**src/design/dtsi_pkg.sv**
```systemverilog
// shared types, constants and arithmetic helpers for the decimal text parser
// no dependencies; imported by every module of the block
`timescale 1ns / 1ps

package dtsi_pkg;

  localparam int unsigned VALUE_W = 64;
  localparam int unsigned WHOLE_W = 64;
  localparam int unsigned FRAC_W  = 60;
  localparam int unsigned COUNT_W = 5;
  localparam int unsigned SCALE_W = 5;
  localparam int unsigned POW_W   = 60;
  localparam int unsigned PADDR_W = 3;
  localparam int unsigned PDATA_W = 32;

  localparam logic [SCALE_W-1:0] SCALE_RESET = 5'd8;
  // largest power of ten that stays below 2^63
  localparam logic [SCALE_W-1:0] POW_MAX_EXP = 5'd18;
  localparam logic [COUNT_W-1:0] COUNT_MAX   = 5'd31;
  localparam logic [0:0]         REG_IDX_SCALE = 1'b0;

  localparam logic [7:0] CHAR_MINUS = 8'h2d;
  localparam logic [7:0] CHAR_PLUS  = 8'h2b;
  localparam logic [7:0] CHAR_POINT = 8'h2e;
  localparam logic [7:0] CHAR_ZERO  = 8'h30;
  localparam logic [7:0] CHAR_NINE  = 8'h39;

  typedef enum logic [2:0] {
    ERR_NONE      = 3'd0,
    ERR_EMPTY     = 3'd1,
    ERR_MALFORMED = 3'd2,
    ERR_BAD_WHOLE = 3'd3,
    ERR_BAD_FRAC  = 3'd4,
    ERR_OVERFLOW  = 3'd5
  } err_e;

  typedef enum logic [1:0] {
    PH_START = 2'd0,
    PH_WHOLE = 2'd1,
    PH_FRAC  = 2'd2
  } phase_e;

  // parse state of one text, also the snapshot handed to the result pipeline
  typedef struct packed {
    logic               neg;
    phase_e             phase;
    logic               whole_seen;
    logic [WHOLE_W-1:0] whole;
    logic [FRAC_W-1:0]  frac;
    logic [COUNT_W-1:0] count;
    err_e               pending;
  } text_t;

  // partial products of a 64 x 60 multiply split at bit 32
  typedef struct packed {
    logic [63:0] ll;
    logic [59:0] lh;
    logic [63:0] hl;
    logic        hh_nz;
  } part_t;

  function automatic logic [POW_W-1:0] pow10(input logic [SCALE_W-1:0] e);
    logic [POW_W-1:0] p;
    case (e)
      5'd0:    p = 60'd1;
      5'd1:    p = 60'd10;
      5'd2:    p = 60'd100;
      5'd3:    p = 60'd1000;
      5'd4:    p = 60'd10000;
      5'd5:    p = 60'd100000;
      5'd6:    p = 60'd1000000;
      5'd7:    p = 60'd10000000;
      5'd8:    p = 60'd100000000;
      5'd9:    p = 60'd1000000000;
      5'd10:   p = 60'd10000000000;
      5'd11:   p = 60'd100000000000;
      5'd12:   p = 60'd1000000000000;
      5'd13:   p = 60'd10000000000000;
      5'd14:   p = 60'd100000000000000;
      5'd15:   p = 60'd1000000000000000;
      5'd16:   p = 60'd10000000000000000;
      5'd17:   p = 60'd100000000000000000;
      5'd18:   p = 60'd1000000000000000000;
      default: p = '0;
    endcase
    return p;
  endfunction

  function automatic part_t part_mul(input logic [63:0] x, input logic [59:0] y);
    part_t r;
    r.ll    = 64'(x[31:0]) * 64'(y[31:0]);
    r.lh    = 60'(x[31:0]) * 60'(y[59:32]);
    r.hl    = 64'(x[63:32]) * 64'(y[31:0]);
    r.hh_nz = (x[63:32] != '0) && (y[59:32] != '0);
    return r;
  endfunction

  // returns {overflow above 2^63-1, low 63 bits of the product}
  function automatic logic [63:0] part_sum(input part_t m);
    logic [96:0] t;
    t = {33'b0, m.ll} + {5'b0, m.lh, 32'b0} + {1'b0, m.hl, 32'b0};
    return {m.hh_nz | (|t[96:63]), t[62:0]};
  endfunction

endpackage

```
**src/design/dtsi_parse.sv**
```systemverilog
// character parser: sign, whole and fraction accumulators, pending error
// depends on dtsi_pkg
`timescale 1ns / 1ps

module dtsi_parse (
  input  logic           clk_i,
  input  logic           rst_ni,
  input  logic           take_i,
  input  logic [7:0]     char_code_i,
  input  logic           has_char_i,
  input  logic           last_char_i,
  output dtsi_pkg::text_t text_o
);
  import dtsi_pkg::*;

  text_t       st_q, st_d;
  logic        is_digit, is_sign, is_point;
  logic [3:0]  digit;
  logic [67:0] whole_next;
  logic [63:0] frac_next;
  logic        whole_ovf, frac_ovf;

  function automatic err_e note(input err_e cur, input err_e code);
    return ((cur == ERR_NONE) || (code < cur)) ? code : cur;
  endfunction

  always_comb begin
    is_digit = char_code_i inside {[CHAR_ZERO:CHAR_NINE]};
    is_sign  = char_code_i inside {CHAR_MINUS, CHAR_PLUS};
    is_point = (char_code_i == CHAR_POINT);
    digit    = 4'(char_code_i - CHAR_ZERO);
    // times ten as two shifts plus the new digit
    whole_next = {1'b0, st_q.whole, 3'b0} + {3'b0, st_q.whole, 1'b0} + {64'b0, digit};
    frac_next  = {1'b0, st_q.frac, 3'b0} + {3'b0, st_q.frac, 1'b0} + {60'b0, digit};
    whole_ovf  = |whole_next[67:64];
    frac_ovf   = |frac_next[63:60];
  end

  always_comb begin
    st_d = st_q;
    if (has_char_i) begin
      if ((st_q.phase == PH_START) && is_sign) begin
        st_d.phase = PH_WHOLE;
        st_d.neg   = (char_code_i == CHAR_MINUS);
      end else if (st_q.phase != PH_FRAC) begin
        if (is_point) begin
          st_d.phase = PH_FRAC;
        end else begin
          st_d.phase      = PH_WHOLE;
          st_d.whole_seen = 1'b1;
          if (is_digit && !whole_ovf) begin
            st_d.whole = whole_next[63:0];
          end else begin
            st_d.pending = note(st_q.pending, ERR_BAD_WHOLE);
          end
        end
      end else begin
        if (st_q.count != COUNT_MAX) begin
          st_d.count = st_q.count + COUNT_W'(1);
        end
        if (is_digit && !frac_ovf) begin
          st_d.frac = frac_next[59:0];
        end else begin
          st_d.pending = note(st_q.pending, ERR_BAD_FRAC);
        end
      end
    end
  end

  assign text_o = st_d;

  // the last transfer hands the text on and starts a fresh one
  always_ff @(posedge clk_i or negedge rst_ni) begin
    if (!rst_ni) begin
      st_q <= '0;
    end else if (take_i) begin
      if (last_char_i) begin
        st_q <= '0;
      end else begin
        st_q <= st_d;
      end
    end
  end

endmodule

```
**config.mk**
```make
export PLATFORM = sky130hd
export DESIGN_NAME = dtsi_parse
export DESIGN_NICKNAME = d
export VERILOG_FILES = /design/src/design/dtsi_pkg.sv /design/src/design/dtsi_parse.sv
export SDC_FILE = /design/constraint.sdc
export NUM_CORES = 1
export LEC_CHECK = 0
export BUFFER_PORTS_ARGS = -buffer_cell sky130_fd_sc_hd__buf_2
export CORE_MARGIN = 2
export CORE_UTILIZATION = 40
export CTS_BUF_LIST = sky130_fd_sc_hd__clkbuf_2 sky130_fd_sc_hd__clkbuf_4 sky130_fd_sc_hd__clkbuf_8
export CTS_CLUSTER_DIAMETER = 60
export DETAILED_ROUTE_END_ITERATION = 10
export GPL_TIMING_DRIVEN = 0
export PLACE_DENSITY = 0.55
export SKIP_LAST_GASP = 1
export SLEW_MARGIN = 15
export SYNTH_ARGS = -nofsm -noshare
export SYNTH_HDL_FRONTEND = slang
export SYNTH_SLANG_ARGS = --single-unit
```
**constraint.sdc**
```tcl
create_clock -name clk_i -period 6.7 [get_ports clk_i]
set_clock_uncertainty 0.05 [all_clocks]
set_input_delay 1.34 -clock clk_i [delete_from_list [all_inputs] [get_ports clk_i]]
set_output_delay 1.34 -clock clk_i [all_outputs]
set_load 0.005 [all_outputs]
```
==> impl_metrics.json, run 1 <==
{
  "violations": "negative setup slack",
  "hold_viol_final": 0,
  "busiest_layer": "met2",
  "min-delay-start": "st_q[135]",
  "start_util": 0.4060,
  "syn_area_um2": 17030,
  "grt_pass1_vias": 17930,
  "drtAntennaViolNets": 0,
  "ir_drop_uv": 120.5,
  "r2r_end": "st_q[57]",
  "final_common_cell": "nand2_1",
  "power.density_nw_per_um2": 107.8,
  "grt_max_degree": 75,
  "syn_to_final_growth_pct": 24.01,
  "yosysTopAreaCell": "dfrtp_1",
  "num_rows": 75,
  "start_kind": "input pin",
  "drive_gt1_frac": 0.2148,
  "reg2regPathDepth": 31,
  "post-route-period-util": 1.005,
  "reg2reg_slack_ps": 250,
  "vias_per_cell": 6.147,
  "timing.final.ws_setup_ps": -32.72,
  "hp-class": "reg2reg",
  "yosysSeqAreaShare": 0.1998,
  "end_kind": "primary output",
  "grt_use_met3": 0.04336,
  "min_to": "st_q[135]",
  "grt_use_met1": 0.3809,
  "via_count": 18400,
  "regMostFlops": "st_q",
  "setup_viol": 6,
  "pre_cts_slack_ps": -1572,
  "grt_pass1_wl_mm": 102.5,
  "crit_fanout": 8,
  "status": "complete, but fails checks",
  "cts_buffers": 17,
  "arrival_ps": 5340,
  "syn_avg_cell_area_um2": 7.762,
  "ys_warn_count": 0,
  "ys_seq_elements": 136,
  "yosysUniqueCellTypes": 86,
  "dp_hpwl_mm": 51.16,
  "dpl-instance-area_um2": 18480,
  "worst_slew_pin_slew_ps": 969.0,
  "clk_latency_ps": 580,
  "synth_top_flop_cell": "dfrtp_1",
  "num_io_pins": 149,
  "max_cap_viol_count": 0,
  "synth-edff-count": 0,
  "synth_top_cell_area_share": 0.1998,
  "period_needed_ps": 6733,
  "synthTopCellsByArea": "dfrtp_1 (20%), ha_1 (18%), nand2_1 (7.2%), a21oi_1 (4.8%), o21ai_0 (4.8%)",
  "slew_headroom": 0.3540,
  "final_util": 0.5035,
  "clk_pin_slew_ps": 100,
  "routedWlPerCell_um": 22.84,
  "syn_inst": 2194,
  "grt_setup_unrepaired": "yes",
  "final_cell_area_um2": 21120,
  "wirelength_mm": 68.37,
  "numPortBuffers": 147,
  "r2r-start": "st_q[28]",
  "core_area_um2": 41950,
  "cts-root-buf": "clkbuf_8",
  "drc": 0,
  "fmax_mhz": 148.5,
  "crit_type": "in2out",
  "largest_register_ffs": 136,
  "grt_usage": 0.2999,
  "antenna_found_initial": 0,
  "die_w_um": 210.3,
  "grt_use_met2": 0.5110,
  "critPathRequiredTime_ps": 5310,
  "firstDrtPassIters": 5,
  "nFillCells": 4202,
  "report.final.slew_viol_count": 0,
  "top_regs": "st_q: 136 flops",
  "final_nets": 2704,
  "grt_overflow": 0,
  "ctsHoldBuffers": 0,
  "syn_nets": 2458,
  "drtIter0Drc": 1398,
  "whs_ps": 476.3,
  "die_h_um": 210.3,
  "gp_congestion": 0.9234,
  "leakage_nw": 10.02,
  "clockBufferDepth": 2,
  "cts_max_level": 4,
  "synthArstFlopShare": 1.000,
  "cts.sinks": 136,
  "cts_tree": "built",
  "whs_path_depth": 1,
  "final_cell_mix": "nand2_1 (248), ha_1 (241), a21oi_1 (160), buf_2 (152), dfrtp_1 (136)",
  "die-area_um2": 44240
}
==> cells in the mapped netlist (20+ instances only) <==
cell type	number
nor2_1	83
dfrtp_1	136
nor3_1	55
buf_2	30
nand3_1	95
o221ai_1	38
inv_1	63
a31oi_1	20
a21o_1	63
xnor2_1	66
nor2b_1	33
a21oi_1	164
o311ai_1	30
nand2_1	327
clkbuf_1	100
ha_1	247
and3_1	27
a311o_1	24
o21bai_1	31
o21ai_0	163
xor2_1	50
nand4_1	64
==> through the flow <==
| stage | TNS [ps] | power, mW | cells |
|---|---|---|---|
| after detailed placement | -144910 | 1.479 | 2881 |
| after global routing | -7523 | 2.393 | 2992 |
| final | -126.6 | 2.277 | 2993 |
| after floorplan | 0 | 1.259 | 2194 |
| after global placement | -140890 | 1.469 | 2880 |
| after CTS | 0 | 2.231 | 2958 |
==> timing repair <==
item	in CTS	in global routing
gates resized for setup	184	265
cloned	2	14
setup endpoints to repair	127	126
buffers inserted	46	22
pin swaps	41	46
==> critical path, stage by stage <==
cell	delay [ps]
buf_8	110
inv_6	60
fa_1	420
inv_2	110
fa_2	220
a21o_1	180
a41oi_4	160
a211oi_4	300
o2111ai_2	200
a211oi_4	430
o311ai_4	190
nand2b_4	200
o311ai_4	330
nand4_1	170
buf_4	210
buf_6	160
buf_12	140
mux2_4	300
buf_6	120
==> how the worst max path moves through the flow <==
stage	start	endpoint	slack (ps)	cells after the start
after global placement	char_code_i[3]	text_o[124]	-1510	20
final	char_code_i[3]	text_o[49]	-30	19
after CTS	char_code_i[3]	text_o[2]	8	18
after floorplan	char_code_i[3]	text_o[74]	280	18
after global routing	char_code_i[3]	text_o[124]	-160	20
after detailed placement	char_code_i[3]	text_o[124]	-1570	20
==> where the power goes <==
group	internal [mW]	switching, mW	total, mW
clock	0.269	0.448	0.717
combinational	0.238	0.411	0.649
sequential	0.854	0.0576	0.912
total	1.36	0.916	2.28
==> routing by layer <==
layer,part of all wire,wire length [um]
met5,0,0
met4,0.040,2765
met3,0.052,3539
met2,0.48,32950
met1,0.43,29120
==> layout make-up <==
cell class	count	area [um^2]	share of cell area
sequential	136	3403	0.1611
multi-input combinational	1851	13810	0.6538
clock inverter	15	132.6	0.006280
inverter	65	249.0	0.01179
tap	539	674.4	0.03193
antenna	1	2.502	0.0001185
timing repair buffer	230	1729	0.08188
buffer	139	887.1	0.04200
clock buffer	17	234.0	0.01108
==> kinds of logic (layout without fill, tap and decap cells) <==
| logic type | after synthesis | after routing | synth area share |
|---|---|---|---|
| adders and majority gates | 251 | 251 | 0.1862 |
| and+or+nand+nor | 753 | 753 | 0.2083 |
| AOI/OAI and AO/OA | 718 | 718 | 0.2870 |
| muxes | 13 | 13 | 0.007935 |
| DFF | 136 | 136 | 0.1998 |
| xor gates and xnor gates | 116 | 116 | 0.05966 |
| buffers and inverters | 207 | 466 | 0.05113 |
| other | 0 | 1 | 0 |
(Power assumes the default switching activity.)
==> run 2: changes to the inputs <==
- SKIP_CTS_REPAIR_TIMING: unset -> 1
==> impl_metrics.json, run 2 (synthesis results as in run 1) <==
{
  "p_sw_uw": 905.9,
  "start_util": 0.4060,
  "cts.sinks": 136,
  "grt_pass1_wl_mm": 100.6,
  "antenna_found_initial": 1,
  "die_h_um": 210.3,
  "grt_use_met3": 0.04633,
  "reg2reg_slack_ps": 1690,
  "setup_viol": 19,
  "final_nets": 2669,
  "crit_fanout": 6,
  "critPathRequiredTime_ps": 5310,
  "whs_path_depth": 1,
  "leakage_nw": 9.660,
  "num_io_pins": 149,
  "grt_pass1_vias": 17520,
  "busiest_layer": "met2",
  "final_cell_mix": "nand2_1 (291), ha_1 (242), a21oi_1 (161), buf_2 (154), dfrtp_1 (136)",
  "num_rows": 75,
  "cts_buffers": 17,
  "min_to": "st_q[135]",
  "slew_headroom": 0.3368,
  "dp_hpwl_mm": 51.16,
  "p_int_mw": 1.345,
  "core_area_um2": 41950,
  "grt_use_met2": 0.4984,
  "drtAntennaViolNets": 0,
  "routedWlPerCell_um": 22.55,
  "timing.final.ws_setup_ps": -56.49,
  "vias_per_cell": 6.134,
  "report.final.slew_viol_count": 0,
  "cts_max_level": 4,
  "firstDrtPassIters": 7,
  "grt_setup_unrepaired": "yes",
  "cts_tree": "built",
  "whs_ps": 479.7,
  "hold_viol_final": 0,
  "max_cap_viol_count": 0,
  "reg2regPathDepth": 20,
  "combPwrFrac": 0.277,
  "period_needed_ps": 6756,
  "grt_max_degree": 75,
  "worst_slew_pin_slew_ps": 994.8,
  "via_count": 18140,
  "gp_congestion": 0.9234,
  "hp-class": "reg2reg",
  "syn_to_final_growth_pct": 19.19,
  "clk_latency_ps": 590,
  "power.density_nw_per_um2": 110.9,
  "cts-root-buf": "clkbuf_8",
  "r2r-start": "st_q[70]",
  "p_sw_frac": 0.4025,
  "post-route-period-util": 1.008,
  "r2r_end": "st_q[85]",
  "largest_register_ffs": 136,
  "die-area_um2": 44240,
  "pre_cts_slack_ps": -1572,
  "regMostFlops": "st_q",
  "fmax_mhz": 148.0,
  "numPortBuffers": 147,
  "clk_pin_slew_ps": 100,
  "top_regs": "st_q: 136 flops",
  "ir_drop_uv": 132.3,
  "clockBufferDepth": 2,
  "pwr-share-seq": 0.403,
  "end_kind": "primary output",
  "die_w_um": 210.3,
  "drive_gt1_frac": 0.1733,
  "violations": "negative setup slack",
  "grt_overflow": 0,
  "drc": 0,
  "grt_use_met1": 0.3736,
  "wirelength_mm": 66.71,
  "crit_type": "in2out",
  "status": "complete, but fails checks",
  "min-delay-start": "st_q[135]",
  "arrival_ps": 5370,
  "final_common_cell": "nand2_1",
  "drtIter0Drc": 1240,
  "grt_usage": 0.2949,
  "pwr-share-clk": 0.320,
  "start_kind": "input pin"
}
==> run 2: changes by cell type in the layout (fill, tap and decap cells not counted), moves of 3 or more <==
cell       change
buf_4         -21
o21ai_0       +12
o21ai_1       +15
o21ai_2       -25
nand2_2       -18
nand2_1       +43
buf_12         -3
nand2_4       -25
clkbuf_16      -9
==> run 2: per-stage QoR <==
step	cell area (um^2)	power, mW	TNS (ps)	utilization	cells
3_5_place_dp	18480	1.479	-144910	0.4405	2881
2_1_floorplan	17030	1.259	0	-	2194
5_1_grt	20300	2.367	-10780	0.4839	2958
3_3_place_gp	18440	1.469	-140890	0.4396	2880
4_1_cts	18840	2.207	-147660	0.4492	2913
6_report	20300	2.251	-280.6	0.4839	2958
==> run 2: layout make-up <==
class	count	area, um^2
Antenna cell	1	2.502
Buffer	139	852.1
Clock buffer	17	234.0
Clock inverter	15	132.6
Fill cell	4275	21650
Inverter	65	249.0
Multi-Input combinational cell	1851	13470
Sequential cell	136	3403
Tap cell	539	674.4
Timing Repair Buffer	195	1276
==> run 2: worst max-delay path by stage <==
| stage | endpoint | start | cells after the start |
|---|---|---|---|
| after floorplan | text_o[74] | char_code_i[3] | 18 |
| after global placement | text_o[124] | char_code_i[3] | 20 |
| after detailed placement | text_o[124] | char_code_i[3] | 20 |
| after CTS | text_o[124] | char_code_i[3] | 20 |
| after global routing | text_o[76] | char_code_i[3] | 20 |
| final | text_o[21] | char_code_i[2] | 19 |
==> run 2: critical path: stages <==
cell and delay [ps]:
clkbuf_4 180, ha_4 270, ha_4 170, fa_2 390, a21o_1 230, a41oi_4 240, a21o_1 250, a31oi_4 130
o31ai_4 410, buf_4 180, o21a_1 140, a311oi_4 70, a2111oi_4 380, buf_6 200, nand3_4 140, buf_12 220
nor2_2 170, a21o_1 140, buf_2 120
==> run 2: metal layers <==
| layer | share of wire | wire length, um | vias up |
|---|---|---|---|
| li1 | - | - | 8646 |
| met1 | 0.43 | 28770 | 8836 |
| met2 | 0.48 | 31960 | 538 |
| met3 | 0.052 | 3466 | 123 |
| met4 | 0.038 | 2515 | 0 |
| met5 | 0 | 0 | - |
==> run 2: power by group through the flow <==
stage / combinational [mW] / sequential (mW) / clock (mW)
floorplan: 0.358 / 0.902 / 0
CTS: 0.563 / 0.903 / 0.741
global route: 0.684 / 0.913 / 0.770
finish: 0.622 / 0.907 / 0.721
detailed placement: 0.560 / 0.920 / 0
global placement: 0.550 / 0.919 / 0
